**src/rtl/txtok_pkg.sv**
```systemverilog
`timescale 1ns / 1ps

package txtok_pkg;

  localparam int MAX_TOKEN_LEN_DEF = 32;
  localparam logic [15:0] COUNT_MAX = 16'hFFFF;

  localparam logic [1:0] Q_NONE   = 2'd0;
  localparam logic [1:0] Q_DOUBLE = 2'd1;
  localparam logic [1:0] Q_SINGLE = 2'd2;

  localparam logic [7:0] CH_NL     = 8'h0A;
  localparam logic [7:0] CH_DQUOTE = 8'h22;
  localparam logic [7:0] CH_SQUOTE = 8'h27;

  typedef struct packed {
    logic [7:0] text_byte;
    logic       end_of_text;
  } in_t;

  typedef struct packed {
    logic [7:0]  token_byte;
    logic [15:0] token_number;
    logic [15:0] line_number;
    logic        last_byte;
    logic        truncated;
  } out_t;

  // ( ) ; , : # { }
  function automatic logic is_mark(input logic [7:0] b);
    return b inside {8'h28, 8'h29, 8'h3B, 8'h2C, 8'h3A, 8'h23, 8'h7B, 8'h7D};
  endfunction

  // space, tab, newline, vertical tab, form feed, carriage return, NUL
  function automatic logic is_sep(input logic [7:0] b);
    return b inside {8'h20, 8'h09, 8'h0A, 8'h0B, 8'h0C, 8'h0D, 8'h00};
  endfunction

endpackage

```
**src/rtl/text_tokenizer_with_lines.sv**
```systemverilog
`timescale 1ns / 1ps
// A closing byte starts a replay of the n buffered bytes: S_READ reads the first byte, then
// S_EMIT registers one byte a cycle while the output is not stalled.
// A mark token is registered in S_MARK, entered on its accepting edge or after a word's replay.
// Input stalls whenever the block is out of S_IDLE: during the read, the replay and a mark token.
// Reset (rst_n low, synchronous) resets counters, quote state and output valid; buffer unchanged.
module text_tokenizer_with_lines #(
  parameter int MAX_TOKEN_LEN = txtok_pkg::MAX_TOKEN_LEN_DEF
) (
  input  logic             clk,
  input  logic             rst_n,
  input  logic             in_valid,
  output logic             in_stall,
  input  txtok_pkg::in_t   in_data,
  output logic             out_valid,
  input  logic             out_stall,
  output txtok_pkg::out_t  out_data
);

  localparam int LW = $clog2(MAX_TOKEN_LEN + 1);
  localparam int AW = $clog2(MAX_TOKEN_LEN);
  localparam logic [LW-1:0] LEN_MAX = LW'(MAX_TOKEN_LEN);

  localparam logic [1:0] S_IDLE = 2'd0;
  localparam logic [1:0] S_READ = 2'd1;
  localparam logic [1:0] S_EMIT = 2'd2;
  localparam logic [1:0] S_MARK = 2'd3;

  logic [7:0] mem [MAX_TOKEN_LEN];

  logic [1:0]      state_r, state_nxt;
  logic [LW-1:0]   length_r, length_nxt;
  logic [1:0]      quote_r, quote_nxt;
  logic [15:0]     line_r, line_nxt;
  logic [15:0]     tok_r, tok_nxt;
  logic            ovf_r, ovf_nxt;
  logic [AW-1:0]   rd_idx_r, rd_idx_nxt;
  logic            mark_pend_r, mark_pend_nxt;
  logic [7:0]      mark_byte_r, mark_byte_nxt;
  logic            eot_pend_r, eot_pend_nxt;
  logic [7:0]      rdata_r;
  logic            out_valid_r, out_valid_nxt;
  txtok_pkg::out_t out_data_r, out_data_nxt;

  logic          wr_en, rd_en;
  logic [AW-1:0] wr_addr, rd_addr;
  logic [7:0]    wr_data;
  logic          out_free, is_last, do_store, go_flush;
  logic [7:0]    b;

  assign in_stall  = (state_r != S_IDLE);
  assign out_valid = out_valid_r;
  assign out_data  = out_data_r;
  assign out_free  = !out_valid_r || !out_stall;
  assign b         = in_data.text_byte;
  assign is_last   = (LW'(rd_idx_r) + LW'(1)) == length_r;

  always_comb begin
    state_nxt     = state_r;
    length_nxt    = length_r;
    quote_nxt     = quote_r;
    line_nxt      = line_r;
    tok_nxt       = tok_r;
    ovf_nxt       = ovf_r;
    rd_idx_nxt    = rd_idx_r;
    mark_pend_nxt = mark_pend_r;
    mark_byte_nxt = mark_byte_r;
    eot_pend_nxt  = eot_pend_r;
    out_valid_nxt = out_valid_r && out_stall;
    out_data_nxt  = out_data_r;
    wr_en         = 1'b0;
    wr_addr       = length_r[AW-1:0];
    wr_data       = b;
    rd_en         = 1'b0;
    rd_addr       = rd_idx_r;
    do_store      = 1'b0;
    go_flush      = 1'b0;

    case (state_r)
      S_IDLE: begin
        if (in_valid) begin
          if (in_data.end_of_text) begin
            if (quote_r == txtok_pkg::Q_NONE && length_r != '0) begin
              eot_pend_nxt = 1'b1;
              go_flush     = 1'b1;
            end else begin
              length_nxt = '0;
              quote_nxt  = txtok_pkg::Q_NONE;
              line_nxt   = 16'd1;
              tok_nxt    = '0;
              ovf_nxt    = 1'b0;
            end
          end else begin
            if (b == txtok_pkg::CH_NL && line_r != txtok_pkg::COUNT_MAX) begin
              line_nxt = line_r + 16'd1;
            end
            if (quote_r != txtok_pkg::Q_NONE) begin
              do_store = 1'b1;
              if ((quote_r == txtok_pkg::Q_DOUBLE && b == txtok_pkg::CH_DQUOTE) ||
                  (quote_r == txtok_pkg::Q_SINGLE && b == txtok_pkg::CH_SQUOTE)) begin
                quote_nxt = txtok_pkg::Q_NONE;
                go_flush  = 1'b1;
              end
            end else if (b == txtok_pkg::CH_DQUOTE) begin
              quote_nxt = txtok_pkg::Q_DOUBLE;
              do_store  = 1'b1;
            end else if (b == txtok_pkg::CH_SQUOTE) begin
              quote_nxt = txtok_pkg::Q_SINGLE;
              do_store  = 1'b1;
            end else if (txtok_pkg::is_sep(b) || txtok_pkg::is_mark(b)) begin
              mark_pend_nxt = txtok_pkg::is_mark(b);
              mark_byte_nxt = b;
              if (length_r != '0) begin
                go_flush = 1'b1;
              end else if (txtok_pkg::is_mark(b)) begin
                state_nxt = S_MARK;
              end
            end else begin
              do_store = 1'b1;
            end
          end
          if (do_store) begin
            if (length_r < LEN_MAX) begin
              wr_en      = 1'b1;
              length_nxt = length_r + LW'(1);
            end else begin
              ovf_nxt = 1'b1;
            end
          end
          if (go_flush) begin
            rd_idx_nxt = '0;
            state_nxt  = S_READ;
          end
        end
      end
      S_READ: begin
        rd_en     = 1'b1;
        state_nxt = S_EMIT;
      end
      S_EMIT: begin
        if (out_free) begin
          out_valid_nxt             = 1'b1;
          out_data_nxt.token_byte   = rdata_r;
          out_data_nxt.token_number = tok_r;
          out_data_nxt.line_number  = line_r;
          out_data_nxt.last_byte    = is_last;
          out_data_nxt.truncated    = ovf_r;
          if (is_last) begin
            if (tok_r != txtok_pkg::COUNT_MAX) begin
              tok_nxt = tok_r + 16'd1;
            end
            length_nxt = '0;
            ovf_nxt    = 1'b0;
            if (eot_pend_r) begin
              eot_pend_nxt = 1'b0;
              quote_nxt    = txtok_pkg::Q_NONE;
              line_nxt     = 16'd1;
              tok_nxt      = '0;
              state_nxt    = S_IDLE;
            end else if (mark_pend_r) begin
              state_nxt = S_MARK;
            end else begin
              state_nxt = S_IDLE;
            end
          end else begin
            rd_idx_nxt = rd_idx_r + AW'(1);
            rd_addr    = rd_idx_r + AW'(1);
            rd_en      = 1'b1;
          end
        end
      end
      S_MARK: begin
        if (out_free) begin
          out_valid_nxt             = 1'b1;
          out_data_nxt.token_byte   = mark_byte_r;
          out_data_nxt.token_number = tok_r;
          out_data_nxt.line_number  = line_r;
          out_data_nxt.last_byte    = 1'b1;
          out_data_nxt.truncated    = 1'b0;
          if (tok_r != txtok_pkg::COUNT_MAX) begin
            tok_nxt = tok_r + 16'd1;
          end
          mark_pend_nxt = 1'b0;
          state_nxt     = S_IDLE;
        end
      end
      default: begin
        state_nxt = S_IDLE;
      end
    endcase
  end

  // word buffer, one write and one registered read port
  always_ff @(posedge clk) begin
    if (wr_en) begin
      mem[wr_addr] <= wr_data;
    end
    if (rd_en) begin
      rdata_r <= mem[rd_addr];
    end
  end

  always_ff @(posedge clk) begin
    if (!rst_n) begin
      state_r     <= S_IDLE;
      length_r    <= '0;
      quote_r     <= txtok_pkg::Q_NONE;
      line_r      <= 16'd1;
      tok_r       <= '0;
      ovf_r       <= 1'b0;
      rd_idx_r    <= '0;
      mark_pend_r <= 1'b0;
      eot_pend_r  <= 1'b0;
      out_valid_r <= 1'b0;
    end else begin
      state_r     <= state_nxt;
      length_r    <= length_nxt;
      quote_r     <= quote_nxt;
      line_r      <= line_nxt;
      tok_r       <= tok_nxt;
      ovf_r       <= ovf_nxt;
      rd_idx_r    <= rd_idx_nxt;
      mark_pend_r <= mark_pend_nxt;
      eot_pend_r  <= eot_pend_nxt;
      out_valid_r <= out_valid_nxt;
    end
  end

  always_ff @(posedge clk) begin
    mark_byte_r <= mark_byte_nxt;
    out_data_r  <= out_data_nxt;
  end

endmodule

```
**config.mk**
```make
export PLATFORM = sky130hd
export DESIGN_NAME = text_tokenizer_with_lines
export DESIGN_NICKNAME = d
export VERILOG_FILES = /design/src/rtl/txtok_pkg.sv /design/src/rtl/text_tokenizer_with_lines.sv
export SDC_FILE = /design/constraint.sdc
export NUM_CORES = 1
export LEC_CHECK = 0
export BUFFER_PORTS_ARGS = -buffer_cell sky130_fd_sc_hd__buf_4
export CORE_AREA = 2 2 181 218
export DETAILED_ROUTE_END_ITERATION = 10
export DIE_AREA = 0 0 183 220
export PLACE_DENSITY = 0.68
export SLEW_MARGIN = 30
export SYNTH_ARGS = -nofsm -noshare
export SYNTH_HDL_FRONTEND = slang
export SYNTH_SLANG_ARGS = --single-unit
export TNS_END_PERCENT = 50
```
**constraint.sdc**
```tcl
create_clock -name clk -period 4.9 [get_ports clk]
set_input_delay 0.49 -clock clk [delete_from_list [all_inputs] [get_ports clk]]
set_output_delay 0.49 -clock clk [all_outputs]
set_load 0.03 [all_outputs]
```
# After elaboration in Yosys (flattened, before gate mapping)
# Memory sizes are Yosys's and may differ from the RTL's. A register that Yosys moved wholly into a read port is not among the register bits.
# Index checks and enable logic that the tools add are counted.
# word_totals
regBits	101
mem_bits_rw	256
in_bits	13
out_inout_bits	44
word_cells	217
memories	1
# op_classes
add_sub_neg	5
magnitude_cmp	1
eq_ne	49
mux	108
n_bitwise	4
n_reduce_logical	33
# memory_table
memory	words	width	rd	rd_clocked_by_memory_dff	wr	line	rtl
mem	32	8	1	1	1	text_tokenizer_with_lines.sv:29	logic [7:0] mem [MAX_TOKEN_LEN];
# ops
operator	n
$mux W16	15
$mux W42	2
$pmux W42 S2	1
$eq A8 B6 Y1 const B	9
$mux W2	24
$pmux W16 S3	1
$mux W1	44
$mux W6	7
$eq A8 B4 Y1 const B	5
$add A16 B1 Y16 const B	2
$ne A16 B16 Y1 const B	2
$pmux W16 S2	1
$ne A2 B2 Y1 const B	14
$ne A3 B3 Y1 const B	9
$mux W5	5
$reduce_and A7 Y1	3
$eq A8 B7 Y1 const B	2
$reduce_and A8 Y1	2
$pmux W6 S2	1
$reduce_and A11 Y1	1
$pmux W5 S2	1
$reduce_bool A2 Y1	5
$logic_not A8 Y1	1
$pmux W1 S2	4
24 further kinds	39

# Logic depth before layout (Yosys ltp)
# depth
depth_word	15
mapped_depth	14
depth_no_buf	11

# Worst setup path after synthesis
# Ideal clock, no wire load.
# synth_path
path_type	register to register
startpoint	register rd_idx_r[0]
endpoint	register rdata_r[5] (read register of mem) (data pin)
setup_ns	0.254
arrival_ns	2.851
path_slack_ns	1.795
stages_incl_launch_ff	12
synth_period_minus_slack_ns	3.105
path_cell_list	dfxtp_1 ha_1 buf_4 nand3_1 nor3b_1 or2_2 a21oi_2 buf_6 buf_4 mux4_2 a221o_1 a21o_1
# synth_via
elab_chain_cells	5
word_cells_on_any_way	9
classes_between	2 x add/sub; 1 x eq/ne; 6 x mux
# synth_rtl
element	line	rtl
start: declaration	text_tokenizer_with_lines.sv:37	logic [AW-1:0] rd_idx_r, rd_idx_nxt;
start signal: assignment	text_tokenizer_with_lines.sv:222	rd_idx_r <= rd_idx_nxt;
$add A5 B1 Y6	text_tokenizer_with_lines.sv:56	assign is_last = (LW'(rd_idx_r) + LW'(1)) == length_r;
$eq A6 B6 Y1	text_tokenizer_with_lines.sv:56	
$mux W1 or $mux W5 (tied branches) (2 in series)	n/a	
$pmux W1 S2 or $mux W5 (tied branches)	text_tokenizer_with_lines.sv:79	case (state_r)
end: declaration	text_tokenizer_with_lines.sv:41	logic [7:0] rdata_r;
# Parallel ways exist; a longest one is shown, timed or not.
# A chain may end at the register's enable or synchronous reset.

# Final worst setup path
# layout_path
startpoint	register rd_idx_r[3]
endpoint	register rdata_r[6] (read register of mem) (data pin)
# The elaborated chain is that of the path after synthesis.

==> impl_results.md <==
* Synthesized area at 17000 um2
* Area grow syn2layout at 13.8%
* Placed cells at 1757
* Fin crit period at 4.34 ns
* Status: finished, final reports clean
* Yosys reg bits at 365
* Drt initial violations at 838
* Top cell type's share of synthesized area at 55.5%
* Cells after Synth at 1233
* Ys flop type: edfxtp_1
* Cell with the most instances after synthesis: edfxtp_1
* Resize count post-CTS at 0
* FF+latch area at 10500 um2
* Arr. time, crit path at 4.71 ns
* Metal3 WL at 2.60 mm
* Yosys warning count at 0
* Io pins at 57
* Multi-input logic area at 6230 um2
* Worst skew pair latency at 0.54 ns
* Gate power share at 11.9%
* Total length of routed wires at 39.9 mm
* Top cell type by total area after synthesis: edfxtp_1
* Worst clock skew at 0.0238 ns
* Hold Crit Class: input pin to register
* Dpl ws at 0.647 ns
* Std-Cell Rows at 79
* RSZ-0062 raised after global routing: no
* Avg Vias per Cell at 5.94
* Synthesized Nets at 1257
* Die X at 183 um
* Worst setup EP type: register
* Clock buffer depth at 3
* Power Internal at 5.43 mW
* Post-synth EDFFs at 314
* Wirelength per Cell at 21.9 um
* Pwr/cell area at 371 nW/um2
* DR WL met2 at 19.9 mm
* Residual DRC count at 0
* Final hold viol count at 0
* Crit start category: register
* CTS tree: yes
* Via count at 10826
* Top cells by count, synth: 314 x edfxtp_1, 123 x mux2i_1, 95 x nor2_1
* Post-DP HPWL at 25.7 mm
* Antenna Cells at 0
* CP required at 5.26 ns
* Pre-antenna DRT Iters at 6
* Max Freq at 0.230 GHz
* Crit Path Max Fanout at 37
* Initial Util at 44.3%
* Cell area after layout at 19400 um2
* CTS H-tree lvls at 2
* Measured slew at the worst slew-check pin at 1.01 ns
* Psw at 1.75 mW
* Fin crit share at 88.6%
* Post-Syn Area per Cell at 13.8 um2
* Total Neg Setup Slack at 0 ns
* Setup violators final at 0
* Lkg Pwr at 6.18 nW
* # Max-Cap Violations at 0
* Finished Layout Cells at 1824
* # hold bufs at CTS at 0
* Hold slack at 0.274 ns
* Netlist cell types at 80
* Wire length of the first global-routing pass at 61.0 mm
* Max-slew headroom at the worst pin at 32.4%
* Die area at 40300 um2
* Slew Viols, Final at 0
* Switching Share at 24.3%
* Largest net degree at the start of global routing at 70
* Layout Nets at 1335
* Final Util at 50.5%
* Die height at 220 um
* Largest vdd supply drop at 0.203 mV
* WS Path Type: register to register
* Final Worst Setup Slack at 0.558 ns
* Placed inst area at 18100 um2
* Antenna violations before repair at 0
* Fill cells at 3270
* FFs w/ async S/R, synth at 0%
* Clock share of power at 39.3%
* Area contributors post-synth: edfxtp_1 55%, mux2i_1 7.2%, dfxtp_1 6.0%
* Global route total overflow at 0
* Root Driver: clkbuf_16
* Gr usage total at 19.8%
* Reg2reg path depth at 10
* Top sig layer: met4
* Routed Antenna Nets at 0
* M1 WL at 15.9 mm
* Hold depth at 2
* Share of cells above drive strength 1 at 21.2%
* Placeable Area at 38400 um2
* Cts bufs inserted at 38
* Sink Count at 365
* Sequential power share at 48.8%
* Worst-path clk slew at 0.06 ns
* Gpl congestion at 0.873
* Postcts setup bufs at 0
* Final Power at 7.18 mW
* Port buffer count at 56
* Vias in the first global route at 10584
* Seq/Total Area, Yosys at 61.5%
-- worst max-delay path, cell delays in order, from the launching register on --
cell       delay (ns)
dfxtp_1          0.70
nand4_1          0.25
or3_1            0.40
and4_4           0.22
a21oi_4          0.54
buf_12           0.33
mux2i_4          0.76
a21oi_1          0.18
a32o_1           0.29
or3_1            0.34
o2111ai_1        0.10
-- flip-flops by register name, indices dropped and copies added (netlist names) --
signal,cells
eot_pend_r,1
out_valid,1
line_r,16
mem,256
state_r,2
quote_r,2
ovf_r,1
out_data,42
mark_pend_r,1
tok_r,16
mark_byte_r,8
length_r,6
rdata_r,8
rd_idx_r,5
-- area by class of cell --
cell class              instances  area share (%)
clock buffers                  49            5.56
repair buffers                101            4.10
inverters                      16           0.310
multi-input cells             789            32.2
clock inverters                18           0.711
well taps                     486            3.14
flip-flops and latches        365            54.0
-- worst paths after layout --
kind	endpoint	from	slack, ns
max	rdata_r[6]$_DFFE_PP_	rd_idx_r[3]$_SDFFE_PN0P_	0.56
min	length_r[3]$_SDFFE_PN0P_	rst_n	0.27
max reg2reg	rdata_r[6]$_DFFE_PP_	rd_idx_r[3]$_SDFFE_PN0P_	0.56
min reg2reg	out_data[30]$_DFFE_PP_	tok_r[12]$_SDFFE_PN0P_	0.47
-- metal layers --
| metal | global-route usage [%] | vias up |
|---|---|---|
| met5 | 0 | - |
| met1 | 24.8 | 5408 |
| met4 | 7.47 | 0 |
| met3 | 3.42 | 91 |
| li1 | - | 4949 |
| met2 | 34.5 | 378 |
-- cell usage in the layout, fill, tap and decap left out, drive strengths merged, types with 16 or more instances in the layout --
cell type / n
edfxtp: 314
mux2i: 125
buf: 101
nor2: 97
nand2: 94
mux2: 66
a21oi: 55
dfxtp: 51
clkbuf: 49
mux4: 34
o21ai: 29
nor3: 20
xnor2: 19
inv: 17
a32o: 16
-- power groups by stage --
stage                     clock, mW  combinational [mW]  sequential, mW
after CTS                      2.87               0.853            3.50
final                          2.82               0.851            3.50
after global routing           3.00               0.917            3.51
after floorplan                   0               0.472            3.65
after detailed placement          0               0.850            3.57
after global placement            0               0.832            3.57
-- logic make-up after synthesis --
| logic type | count (synthesis) | synth area share (%) |
|---|---|---|
| DFF | 365 | 61.5 |
| and+or+nand+nor | 317 | 8.99 |
| muxes | 225 | 16.4 |
| AOI/OAI and AO/OA | 207 | 8.63 |
| buffers and inverters | 79 | 2.08 |
| xor gates and xnor gates | 29 | 1.65 |
| adders and majority gates | 11 | 0.809 |
No activity file was read; power rests on OpenSTA's default activity.
